**src/hdl/wfsf_pkg.sv**
```systemverilog
// ----------------------------------------------------------------------------
// wfsf_pkg
// Shared types and constants for the wire-following steering block: modes,
// heading classes, configuration layout and register indexes.
// ----------------------------------------------------------------------------
package wfsf_pkg;

  localparam int SENSOR_BITS_DEF = 16;
  localparam int QUEUE_DEPTH     = 2;

  localparam int CFG_IDX_BITS  = 3;
  localparam int CFG_DATA_BITS = 16;

  localparam logic [CFG_IDX_BITS-1:0] CFG_TARGET_SPEED   = 3'd0;
  localparam logic [CFG_IDX_BITS-1:0] CFG_FOLLOW_REVERSE = 3'd1;
  localparam logic [CFG_IDX_BITS-1:0] CFG_FACING_MARGIN  = 3'd2;
  localparam logic [CFG_IDX_BITS-1:0] CFG_WEAK_LEVEL     = 3'd3;
  localparam logic [CFG_IDX_BITS-1:0] CFG_STRONG_LEVEL   = 3'd4;

  localparam logic [7:0]  FACING_MARGIN_RST = 8'd26;
  localparam logic [14:0] WEAK_LEVEL_RST    = 15'd15000;
  localparam logic [14:0] STRONG_LEVEL_RST  = 15'd26000;

  // floor(x / 10) == (x * TENTH_RECIP) >> TENTH_SHIFT for every x below 2^18
  localparam logic [16:0] TENTH_RECIP = 17'd52429;
  localparam int          TENTH_SHIFT = 19;

  localparam logic SIDE_IN  = 1'b0;
  localparam logic SIDE_OUT = 1'b1;

  typedef enum logic [2:0] {
    M_IDLE     = 3'd0,
    M_START    = 3'd1,
    M_FINDDIR  = 3'd2,
    M_GOTOLINE = 3'd3,
    M_ALIGNING = 3'd4,
    M_TRACE    = 3'd5,
    M_DONE     = 3'd6
  } mode_t;

  typedef enum logic [3:0] {
    H_MISSING    = 4'd0,
    H_IN_NORMAL  = 4'd1,
    H_IN_LHRL    = 4'd2,
    H_IN_LLRH    = 4'd3,
    H_OUT_NORMAL = 4'd4,
    H_OUT_LHRL   = 4'd5,
    H_OUT_LLRH   = 4'd6,
    H_ALIGNED    = 4'd7,
    H_REVERSE    = 4'd8
  } head_t;

  typedef struct packed {
    logic [15:0] target_speed;
    logic        follow_reverse;
    logic [7:0]  facing_margin;
    logic [14:0] weak_level;
    logic [14:0] strong_level;
  } cfg_t;

  // classified item handed from front to back
  typedef struct packed {
    logic  cmd;
    head_t head;
    logic  sl;
    logic  sr;
  } cls_t;

endpackage

```
**src/hdl/wfsf_in_if.sv**
```systemverilog
// ----------------------------------------------------------------------------
// wfsf_in_if
// Input channel: start command or one pair of sensor readings.
// ----------------------------------------------------------------------------
interface wfsf_in_if #(
  parameter int SENSOR_BITS = 16
);
  logic                          valid;
  logic                          ready;
  logic                          cmd;
  logic [1:0]                    left_side;
  logic [1:0]                    right_side;
  logic signed [SENSOR_BITS-1:0] left_level;
  logic signed [SENSOR_BITS-1:0] right_level;

  modport source (
    output valid, cmd, left_side, right_side, left_level, right_level,
    input  ready
  );
  modport sink (
    input  valid, cmd, left_side, right_side, left_level, right_level,
    output ready
  );
endinterface

```
**src/hdl/wfsf_out_if.sv**
```systemverilog
// ----------------------------------------------------------------------------
// wfsf_out_if
// Result channel: drive commands, lost flag and mode after the step.
// ----------------------------------------------------------------------------
interface wfsf_out_if;
  logic               valid;
  logic               ready;
  logic signed [16:0] turn_rate;
  logic [15:0]        forward_speed;
  logic               line_lost;
  logic [2:0]         mode_now;

  modport source (
    output valid, turn_rate, forward_speed, line_lost, mode_now,
    input  ready
  );
  modport sink (
    input  valid, turn_rate, forward_speed, line_lost, mode_now,
    output ready
  );
endinterface

```
**src/hdl/wfsf_front.sv**
```systemverilog
// ----------------------------------------------------------------------------
// wfsf_front
// Accepts items and classifies the heading from the sensor sides and the
// relative level magnitudes.
// ----------------------------------------------------------------------------
module wfsf_front import wfsf_pkg::*; #(
  parameter int SENSOR_BITS = SENSOR_BITS_DEF
) (
  wfsf_in_if.sink                       in_if,
  input  cfg_t                          cfg,
  input  logic                          q_full,
  output logic                          q_push,
  output cls_t                          cls,
  output logic signed [SENSOR_BITS-1:0] vl,
  output logic signed [SENSOR_BITS-1:0] vr
);

  localparam int PW = SENSOR_BITS + 9;

  logic [SENSOR_BITS-1:0] al;
  logic [SENSOR_BITS-1:0] ar;
  logic [8:0]             k;
  logic [PW-1:0]          al_256;
  logic [PW-1:0]          ar_256;
  logic [PW-1:0]          al_k;
  logic [PW-1:0]          ar_k;
  logic                   normal;
  logic                   missing;
  logic [1:0]             sl_raw;
  logic [1:0]             sr_raw;

  assign in_if.ready = !q_full;
  assign q_push      = in_if.valid && !q_full;

  assign sl_raw = in_if.left_side;
  assign sr_raw = in_if.right_side;
  assign vl     = in_if.left_level;
  assign vr     = in_if.right_level;

  assign al = vl[SENSOR_BITS-1] ? (~vl + 1'b1) : vl;
  assign ar = vr[SENSOR_BITS-1] ? (~vr + 1'b1) : vr;
  assign k  = {1'b1, cfg.facing_margin};

  assign al_256 = {1'b0, al, 8'b0};
  assign ar_256 = {1'b0, ar, 8'b0};
  assign al_k   = PW'(al) * PW'(k);
  assign ar_k   = PW'(ar) * PW'(k);

  assign normal  = (al_256 < ar_k) && (ar_256 < al_k);
  assign missing = sl_raw[1] || sr_raw[1];

  always_comb begin
    cls.cmd = in_if.cmd;
    cls.sl  = sl_raw[0];
    cls.sr  = sr_raw[0];
    if (missing) begin
      cls.head = H_MISSING;
    end else if (sl_raw[0] == sr_raw[0]) begin
      if (sl_raw[0] == SIDE_IN) begin
        cls.head = normal ? H_IN_NORMAL : ((al > ar) ? H_IN_LHRL : H_IN_LLRH);
      end else begin
        cls.head = normal ? H_OUT_NORMAL : ((al > ar) ? H_OUT_LHRL : H_OUT_LLRH);
      end
    end else begin
      cls.head = (sl_raw[0] == cfg.follow_reverse) ? H_ALIGNED : H_REVERSE;
    end
  end

endmodule

```
**src/hdl/wfsf_queue.sv**
```systemverilog
// ----------------------------------------------------------------------------
// wfsf_queue
// Short FIFO between the classifier and the mode machine.
// ----------------------------------------------------------------------------
module wfsf_queue import wfsf_pkg::*; #(
  parameter int W = 8
) (
  input  logic         clk,
  input  logic         rst_n,
  input  logic         push,
  input  logic [W-1:0] din,
  output logic         full,
  input  logic         pop,
  output logic         valid,
  output logic [W-1:0] dout
);

  localparam int AW = (QUEUE_DEPTH > 1) ? $clog2(QUEUE_DEPTH) : 1;
  localparam int CW = $clog2(QUEUE_DEPTH + 1);

  logic [W-1:0]  mem [QUEUE_DEPTH];
  logic [AW-1:0] wr_ptr_r;
  logic [AW-1:0] rd_ptr_r;
  logic [CW-1:0] count_r;
  logic [CW-1:0] count_nxt;

  assign full  = (count_r == CW'(QUEUE_DEPTH));
  assign valid = (count_r != '0);
  assign dout  = mem[rd_ptr_r];

  always_comb begin
    count_nxt = count_r;
    if (push && !pop) begin
      count_nxt = count_r + 1'b1;
    end else if (pop && !push) begin
      count_nxt = count_r - 1'b1;
    end
  end

  always_ff @(posedge clk) begin
    if (push) begin
      mem[wr_ptr_r] <= din;
    end
  end

  always_ff @(posedge clk) begin
    if (!rst_n) begin
      wr_ptr_r <= '0;
      rd_ptr_r <= '0;
      count_r  <= '0;
    end else begin
      count_r <= count_nxt;
      if (push) begin
        wr_ptr_r <= (wr_ptr_r == AW'(QUEUE_DEPTH - 1)) ? '0 : wr_ptr_r + 1'b1;
      end
      if (pop) begin
        rd_ptr_r <= (rd_ptr_r == AW'(QUEUE_DEPTH - 1)) ? '0 : rd_ptr_r + 1'b1;
      end
    end
  end

endmodule

```
**src/hdl/wfsf_back.sv**
```systemverilog
// ----------------------------------------------------------------------------
// wfsf_back
// Mode machine and drive computation, with the result register.
// ----------------------------------------------------------------------------
module wfsf_back import wfsf_pkg::*; #(
  parameter int SENSOR_BITS = SENSOR_BITS_DEF
) (
  input  logic                          clk,
  input  logic                          rst_n,
  input  cfg_t                          cfg,
  input  logic                          q_valid,
  input  cls_t                          cls,
  input  logic signed [SENSOR_BITS-1:0] vl,
  input  logic signed [SENSOR_BITS-1:0] vr,
  output logic                          q_pop,
  wfsf_out_if.source                    out_if
);

  localparam int CW = SENSOR_BITS + 16;

  mode_t              mode_r;
  mode_t              mode_nxt;
  logic               prev_r;
  logic               prev_nxt;
  logic [14:0]        quarter_r;
  logic [15:0]        three_q_r;
  logic [12:0]        tenth_r;
  logic [16:0]        t_plus5;
  logic [33:0]        tenth_prod;
  logic [17:0]        three_t;
  logic signed [16:0] t_s;
  logic signed [16:0] q_s;
  logic signed [16:0] tq_s;
  logic signed [16:0] te_s;
  logic signed [CW-1:0] vl_x;
  logic signed [CW-1:0] vr_x;
  logic signed [CW-1:0] weak_x;
  logic signed [CW-1:0] strong_x;
  logic               ccw;
  logic signed [16:0] turn;
  logic [15:0]        fwd;
  logic               lost;

  logic               out_valid_r;
  logic signed [16:0] turn_r;
  logic [15:0]        fwd_r;
  logic               lost_r;
  mode_t              mode_out_r;

  // drive fractions depend on the target speed only; register them
  assign t_plus5    = 17'(cfg.target_speed) + 17'd5;
  assign tenth_prod = 34'(t_plus5) * 34'(TENTH_RECIP);
  assign three_t    = 18'(cfg.target_speed) + {1'b0, cfg.target_speed, 1'b0} + 18'd2;

  always_ff @(posedge clk) begin
    quarter_r <= 15'((17'(cfg.target_speed) + 17'd2) >> 2);
    three_q_r <= three_t[17:2];
    tenth_r   <= tenth_prod[TENTH_SHIFT +: 13];
  end

  assign t_s  = $signed({1'b0, cfg.target_speed});
  assign q_s  = $signed({2'b0, quarter_r});
  assign tq_s = $signed({1'b0, three_q_r});
  assign te_s = $signed({4'b0, tenth_r});

  assign vl_x     = {{(CW - SENSOR_BITS){vl[SENSOR_BITS-1]}}, vl};
  assign vr_x     = {{(CW - SENSOR_BITS){vr[SENSOR_BITS-1]}}, vr};
  assign weak_x   = $signed({{(CW - 15){1'b0}}, cfg.weak_level});
  assign strong_x = $signed({{(CW - 15){1'b0}}, cfg.strong_level});

  assign ccw   = cls.sl ^ cfg.follow_reverse;
  assign q_pop = q_valid && (!out_valid_r || out_if.ready);

  always_comb begin
    mode_nxt = mode_r;
    prev_nxt = prev_r;
    turn     = '0;
    fwd      = '0;
    lost     = 1'b0;
    if (!q_valid) begin
      // hold: queue empty, head entry not meaningful
    end else if (cls.cmd) begin
      mode_nxt = M_START;
    end else if (cls.head == H_MISSING) begin
      lost = 1'b1;
    end else begin
      unique case (mode_r)
        M_IDLE: begin
          mode_nxt = M_IDLE;
        end
        M_START: begin
          unique case (cls.head) inside
            H_IN_NORMAL, H_IN_LHRL, H_IN_LLRH, H_OUT_NORMAL: begin
              prev_nxt = cls.sl;
              mode_nxt = M_GOTOLINE;
            end
            H_OUT_LHRL, H_OUT_LLRH: begin
              mode_nxt = M_FINDDIR;
            end
            H_ALIGNED: begin
              mode_nxt = M_TRACE;
            end
            default: begin
              mode_nxt = M_ALIGNING;
              prev_nxt = SIDE_IN;
            end
          endcase
        end
        M_FINDDIR: begin
          if (cls.head == H_OUT_LHRL) begin
            turn = t_s;
          end else if (cls.head == H_OUT_LLRH) begin
            turn = -t_s;
          end else begin
            mode_nxt = M_START;
          end
        end
        M_GOTOLINE: begin
          if (prev_r != cls.sl || prev_r != cls.sr) begin
            mode_nxt = (cls.head == H_ALIGNED) ? M_TRACE : M_ALIGNING;
          end else begin
            if (vl > vr) begin
              turn = q_s;
            end else if (vl < vr) begin
              turn = -q_s;
            end
            fwd = cfg.target_speed;
          end
        end
        M_ALIGNING: begin
          if (cls.head == H_ALIGNED) begin
            mode_nxt = M_TRACE;
          end else begin
            turn = ccw ? t_s : -t_s;
            fwd  = 16'(quarter_r);
          end
        end
        M_TRACE: begin
          fwd = cfg.target_speed;
          if (cls.sl == cls.sr) begin
            turn = ccw ? tq_s : -tq_s;
          end else if (vl_x < weak_x) begin
            turn = q_s;
          end else if (vr_x < weak_x) begin
            turn = -q_s;
          end else if (vl_x > strong_x && vr_x > strong_x) begin
            turn = (vl < vr) ? -te_s : te_s;
          end
        end
        M_DONE: begin
          mode_nxt = M_IDLE;
        end
        default: begin
          mode_nxt = M_IDLE;
        end
      endcase
    end
  end

  always_ff @(posedge clk) begin
    if (!rst_n) begin
      mode_r      <= M_IDLE;
      prev_r      <= SIDE_IN;
      out_valid_r <= 1'b0;
    end else begin
      if (q_pop) begin
        mode_r      <= mode_nxt;
        prev_r      <= prev_nxt;
        out_valid_r <= 1'b1;
      end else if (out_if.ready) begin
        out_valid_r <= 1'b0;
      end
    end
  end

  // hold the payload while the sink stalls
  always_ff @(posedge clk) begin
    if (q_pop) begin
      turn_r     <= turn;
      fwd_r      <= fwd;
      lost_r     <= lost;
      mode_out_r <= mode_nxt;
    end
  end

  assign out_if.valid         = out_valid_r;
  assign out_if.turn_rate     = turn_r;
  assign out_if.forward_speed = fwd_r;
  assign out_if.line_lost     = lost_r;
  assign out_if.mode_now      = mode_out_r;

endmodule

```
**src/hdl/wire_following_steering_fsm.sv**
```systemverilog
// ----------------------------------------------------------------------------
// wire_following_steering_fsm
// Boundary-wire following steering controller.
// ----------------------------------------------------------------------------
// Takes one item per clock: a start command or a left/right sensor pair. The
// front stage classifies the heading in the accept cycle (two narrow
// multiplies against the facing margin) and writes it into a two-entry queue;
// the back stage steps the mode machine on the queue head and registers the
// drive result, which is offered once its item has left the queue.
// Sustained rate is one item per cycle; in_if.ready drops only while the
// queue is full, which happens when the result sink stalls. Configuration
// writes land on the edge where cfg_we is high and must be made while no
// item is in flight.
// ----------------------------------------------------------------------------
module wire_following_steering_fsm import wfsf_pkg::*; #(
  parameter int SENSOR_BITS = SENSOR_BITS_DEF
) (
  input  logic                     clk,
  input  logic                     rst_n,
  wfsf_in_if.sink                  in_if,
  wfsf_out_if.source               out_if,
  input  logic                     cfg_we,
  input  logic [CFG_IDX_BITS-1:0]  cfg_index,
  input  logic [CFG_DATA_BITS-1:0] cfg_data
);

  localparam int QW = 2 * SENSOR_BITS + $bits(cls_t);

  cfg_t                          cfg_r;
  logic                          q_full;
  logic                          q_push;
  logic                          q_pop;
  logic                          q_valid;
  cls_t                          f_cls;
  logic signed [SENSOR_BITS-1:0] f_vl;
  logic signed [SENSOR_BITS-1:0] f_vr;
  logic [QW-1:0]                 q_din;
  logic [QW-1:0]                 q_dout;
  cls_t                          b_cls;
  logic signed [SENSOR_BITS-1:0] b_vl;
  logic signed [SENSOR_BITS-1:0] b_vr;

  always_ff @(posedge clk) begin
    if (!rst_n) begin
      cfg_r.target_speed   <= '0;
      cfg_r.follow_reverse <= 1'b0;
      cfg_r.facing_margin  <= FACING_MARGIN_RST;
      cfg_r.weak_level     <= WEAK_LEVEL_RST;
      cfg_r.strong_level   <= STRONG_LEVEL_RST;
    end else if (cfg_we) begin
      unique case (cfg_index)
        CFG_TARGET_SPEED:   cfg_r.target_speed   <= cfg_data;
        CFG_FOLLOW_REVERSE: cfg_r.follow_reverse <= cfg_data[0];
        CFG_FACING_MARGIN:  cfg_r.facing_margin  <= cfg_data[7:0];
        CFG_WEAK_LEVEL:     cfg_r.weak_level     <= cfg_data[14:0];
        CFG_STRONG_LEVEL:   cfg_r.strong_level   <= cfg_data[14:0];
        default: begin
          // drop writes to unused indexes
        end
      endcase
    end
  end

  wfsf_front #(.SENSOR_BITS(SENSOR_BITS)) u_front (
    .in_if  (in_if),
    .cfg    (cfg_r),
    .q_full (q_full),
    .q_push (q_push),
    .cls    (f_cls),
    .vl     (f_vl),
    .vr     (f_vr)
  );

  assign q_din = {f_cls, f_vl, f_vr};

  wfsf_queue #(.W(QW)) u_queue (
    .clk   (clk),
    .rst_n (rst_n),
    .push  (q_push),
    .din   (q_din),
    .full  (q_full),
    .pop   (q_pop),
    .valid (q_valid),
    .dout  (q_dout)
  );

  assign b_cls = q_dout[QW-1 -: $bits(cls_t)];
  assign b_vl  = q_dout[2*SENSOR_BITS-1 -: SENSOR_BITS];
  assign b_vr  = q_dout[SENSOR_BITS-1:0];

  wfsf_back #(.SENSOR_BITS(SENSOR_BITS)) u_back (
    .clk     (clk),
    .rst_n   (rst_n),
    .cfg     (cfg_r),
    .q_valid (q_valid),
    .cls     (b_cls),
    .vl      (b_vl),
    .vr      (b_vr),
    .q_pop   (q_pop),
    .out_if  (out_if)
  );

endmodule

```
**src/flat_wrapper.sv**
```systemverilog
// flat-port wrapper written by rule: the top's interface ports become plain ports
module wire_following_steering_fsm_flat import wfsf_pkg::*;
#(
  parameter int SENSOR_BITS = SENSOR_BITS_DEF
)
  (clk, rst_n, cfg_we, cfg_index, cfg_data, in_if_valid, in_if_cmd, in_if_left_side, in_if_right_side, in_if_left_level, in_if_right_level, in_if_ready, out_if_valid, out_if_turn_rate, out_if_forward_speed, out_if_line_lost, out_if_mode_now, out_if_ready);
  wfsf_in_if #(.SENSOR_BITS(SENSOR_BITS)) in_if_i ();
  wfsf_out_if out_if_i ();
  input  logic clk;
  input  logic rst_n;
  input  logic cfg_we;
  input  logic [CFG_IDX_BITS-1:0] cfg_index;
  input  logic [CFG_DATA_BITS-1:0] cfg_data;
  input wire logic [$bits(in_if_i.valid)-1:0] in_if_valid;
  input wire logic [$bits(in_if_i.cmd)-1:0] in_if_cmd;
  input wire logic [$bits(in_if_i.left_side)-1:0] in_if_left_side;
  input wire logic [$bits(in_if_i.right_side)-1:0] in_if_right_side;
  input wire logic [$bits(in_if_i.left_level)-1:0] in_if_left_level;
  input wire logic [$bits(in_if_i.right_level)-1:0] in_if_right_level;
  output wire logic [$bits(in_if_i.ready)-1:0] in_if_ready;
  output wire logic [$bits(out_if_i.valid)-1:0] out_if_valid;
  output wire logic [$bits(out_if_i.turn_rate)-1:0] out_if_turn_rate;
  output wire logic [$bits(out_if_i.forward_speed)-1:0] out_if_forward_speed;
  output wire logic [$bits(out_if_i.line_lost)-1:0] out_if_line_lost;
  output wire logic [$bits(out_if_i.mode_now)-1:0] out_if_mode_now;
  input wire logic [$bits(out_if_i.ready)-1:0] out_if_ready;
  assign in_if_i.valid = in_if_valid;
  assign in_if_i.cmd = in_if_cmd;
  assign in_if_i.left_side = in_if_left_side;
  assign in_if_i.right_side = in_if_right_side;
  assign in_if_i.left_level = in_if_left_level;
  assign in_if_i.right_level = in_if_right_level;
  assign in_if_ready = in_if_i.ready;
  assign out_if_valid = out_if_i.valid;
  assign out_if_turn_rate = out_if_i.turn_rate;
  assign out_if_forward_speed = out_if_i.forward_speed;
  assign out_if_line_lost = out_if_i.line_lost;
  assign out_if_mode_now = out_if_i.mode_now;
  assign out_if_i.ready = out_if_ready;
  wire_following_steering_fsm #(.SENSOR_BITS(SENSOR_BITS)) u_core (.clk(clk), .rst_n(rst_n), .in_if(in_if_i), .out_if(out_if_i), .cfg_we(cfg_we), .cfg_index(cfg_index), .cfg_data(cfg_data));
endmodule
```
**config.mk**
```make
export PLATFORM = sky130hd
export DESIGN_NAME = wire_following_steering_fsm_flat
export DESIGN_NICKNAME = d
export VERILOG_FILES = /design/src/hdl/wfsf_pkg.sv /design/src/hdl/wfsf_in_if.sv /design/src/hdl/wfsf_out_if.sv /design/src/hdl/wfsf_front.sv /design/src/hdl/wfsf_queue.sv /design/src/hdl/wfsf_back.sv /design/src/hdl/wire_following_steering_fsm.sv /design/src/flat_wrapper.sv
export SDC_FILE = /design/constraint.sdc
export NUM_CORES = 2
export LEC_CHECK = 0
export ABC_AREA = 1
export BUFFER_PORTS_ARGS = -buffer_cell sky130_fd_sc_hd__buf_2
export CORE_MARGIN = 3
export CORE_UTILIZATION = 65
export CTS_CLUSTER_DIAMETER = 100
export DETAILED_ROUTE_END_ITERATION = 7
export PLACE_DENSITY_LB_ADDON = 0.08
export SETUP_SLACK_MARGIN = 0.2
export SYNTH_ARGS = -nofsm -noshare
export SYNTH_HDL_FRONTEND = slang
export SYNTH_SLANG_ARGS = --single-unit
```
**constraint.sdc**
```tcl
create_clock -name clk -period 22.1 [get_ports clk]
set_input_delay 2.21 -clock clk [delete_from_list [all_inputs] [get_ports clk]]
set_output_delay 2.21 -clock clk [all_outputs]
set_load 0.05 [all_outputs]
```
==> qor.csv <==
stage;metric;value;unit
run_status;status;completed;
setup_path;cp_slowest_cell;fa_1;
synthesis;synth_flop_cell;edfxtp_1;
synthesis;async_reset_ff_share;0;%
synthesis;synth.avg_cell_area;7.92;um^2
sta;timing.fmax;101;MHz
sta;tightest_slew;1090;ps
global_route;use_met3;4.53;%
clocking;clkSlewWorstSetupHoldPaths;60;ps
sta;drv_slew;0;
sta;layout_min_cycle_time;9900;ps
synthesis;synth_area_leaders;fa_1 (20%), ha_1 (17%), edfxtp_1 (12%);
setup_path;crit_arrival;10170;ps
synthesis;synth_top_area_cell;fa_1;
finish;final_layout_size_suffix_gt1_share;6.07;%
setup_path;cp_common_cell;inv_1;
synthesis;synth_commonest_cells;inv_1 (702), nand2_1 (681), ha_1 (395);
floorplanning;std_cell_rows;76;
synthesis;synth_cell_types;54;
clocking;clk_latency;560;ps
finish;syn_to_final_growth;6.29;%
clocking;cts_root_buf;clkbuf_16;
synthesis;synth_top_area_share;20.1;%
clocking;post_cts_resized;0;
clocking;cts_buffers;24;
synthesis;synth_most_common_cell;inv_1;
synthesis;synth_edf_count;115;
synthesis;synth_area;28600;um^2
route;first_pass_iters;6;
global_route;grt_pass1_vias;25000;
route;ant_nets;0;
global_route;grt_max_degree;53;
sta;relSlewSlack;26.9;%
hold_path;hp-class;register to register;
synthesis;ys_warn_count;0;
job;max-cap-violations;0;
power_and_ir_drop;cellPowerDensity;106;nW/um^2
finish;fillCellCount;3580;
clocking;cts_hold_buf;0;
synthesis;syn_inst;3619;
sta;hold_viol_final;0;
power_and_ir_drop;ir_worst_vdd;161;uV
global_route;grt_util_met2;58.7;%
floorplanning;die_h;216;um
global_route;grt-ovfl-total;0;
finish;fin_nets;4431;
power_and_ir_drop;finalPower;0.00324;W
global_route;grt_antenna_before_repair;0;
route;vias;24900;
setup_path;start_kind;input pin;
synthesis;synth-seq-cells;224;
setup_path;ff2ff_setup_slack;14180;ps
setup_path;end_kind;register;
sta;min_period_over_period;44.8;%
route;wl_per_cell;18.9;um
floorplanning;die_w;216;um
clocking;cts_sinks;224;
synthesis;ys_seq_area_share;19.7;%
clocking;cts_buffer_depth;3;
sta;rsz0062_at_grt;false;
route;wl;81.0;mm
finish;antenna_cells;0;
floorplanning;initial_utilization;66.2;%
route;drt_first_iter_violations;2176;
clocking;cts_tree;yes;
setup_path;crit_required;22370;ps
floorplanning;core_area;43300;um^2
global_route;track_usage;35.1;%
global_route;use_met1;46.0;%
clocking;htree_levels;1;
sta;setup_viol;0;
power_and_ir_drop;p_leak;16.1;nW
global_route;busiest_layer;met2;
sta;finalClockSkew;43.6;ps
route;post_drt_via_cell_ratio;5.80;
setup_path;criticalPathCategory;input pin to register;
floorplanning;fp.dieArea;46600;um^2
route;drc;0;
place;hpwl;66.1;mm
place;io_buffer_count;99;
setup_path;max_stage_delay;550;ps
floorplanning;ioPinCount;100;
place;gpl.final_weighted_congestion;0.972;
setup_path;crit_fanout;13;
sta;tns;0;ps
synthesis;synth_fp_nets;4362;
clocking;cts_setup_buffers;0;
global_route;grt_pass1_wl;131;mm
## report_power, final
group | total [W] | leakage (nW) | switching, W | internal (W)
Sequential | 0.000550 | 1.99 | 0.0000285 | 0.000521
Clock | 0.000389 | 0.369 | 0.000170 | 0.000219
Combinational | 0.00230 | 13.7 | 0.00153 | 0.000771
## metal layers
metal  wire length (um)  part of all wire [%]
met1              33200                    41
met2              38000                    47
met3               5630                   7.0
met4               4180                   5.2
met5                  0                     0
## flip-flops by register name, summed over array words and instances, names as in the netlist, 13 cells and up, named ones only
signal / flops
u_core.u_back.out_if.forward_speed: 16
u_core.u_queue.mem: 78
u_core.cfg_r: 55
u_core.u_back.three_q_r: 16
u_core.u_back.out_if.turn_rate: 17
u_core.u_back.quarter_r: 15
u_core.u_back.tenth_r: 13
## cell families (layout without fill, tap and decap cells)
family                     Yosys count  after routing  share of synthesized area [%]
DFF                                224            224                           19.7
adders and majority gates          682            682                           37.3
AOI/OAI and AO/OA                  533            533                           10.3
buffers and inverters              798            884                           10.6
xor gates and xnor gates           132            132                           4.06
and+or+nand+nor                   1250           1250                           18.1
## stage by stage
stage          hold slack (ps)  area, um^2  instances  utilization, %  worst slack (ps)
2_1_floorplan              425       28600       3619               -             13350
3_3_place_gp               435       29700       4247            68.6             12100
3_5_place_dp               453       29700       4247            68.6             11900
4_1_cts                    462       30400       4290            70.4             12410
5_1_grt                    508       30400       4290            70.4             11670
6_report                   455       30400       4290            70.4             12200
## cell type report
cell class	count	area (um^2)	area share [%]
Inverter	727	2730	8.96
Tap cell	585	732	2.40
Timing Repair Buffer	114	608	2.00
Sequential cell	224	5640	18.5
Clock buffer	29	639	2.10
Multi-Input combinational cell	2597	20000	65.6
Clock inverter	14	118	0.386
## path summary, 6_finish.rpt
kind | to | from | cells past startpoint
max | u_core.u_queue.mem[1][34] | in_if_left_level[0] | 35
min | register | u_core.u_queue.rd_ptr_r | 1
max reg2reg | u_core.u_queue.mem[1][34] | u_core.cfg_r[34] | 25
min reg2reg | register | u_core.u_queue.rd_ptr_r | 1
## cell usage in the layout (no fill, tap or decap), types with 5 or more instances in the layout
master and n:
nor4_1 10, fa_1 287, buf_4 15, inv_2 13, a31oi_1 9, nor3_1 40
nand3_1 89, clkbuf_16 24, o21ai_2 5, a211oi_1 11, o21ai_0 152, edfxtp_1 115
nand3b_1 10, nand2_2 8, o21bai_1 9, xor2_1 101, a21oi_1 257, clkinv_1 17
nand2_1 681, o21ai_1 9, o22ai_1 29, nor2_1 334, dfxtp_1 109, or2_2 28
xnor2_1 30, o21a_1 6, ha_1 395, nand4_1 25, inv_1 702, o211ai_1 18
nor2_2 6, buf_2 99, a21o_1 10
## critical path, delay by kind of cell
family | cells | cell delay (ps)
XOR/XNOR | 1 | 190
buffers and inverters | 7 | 1020
AO/OA/AOI/OAI | 7 | 1750
AND/OR/NAND/NOR | 13 | 2030
adder cells (fa/ha/maj) | 7 | 2940
Note: power is estimated with default switching activity, not from simulation.
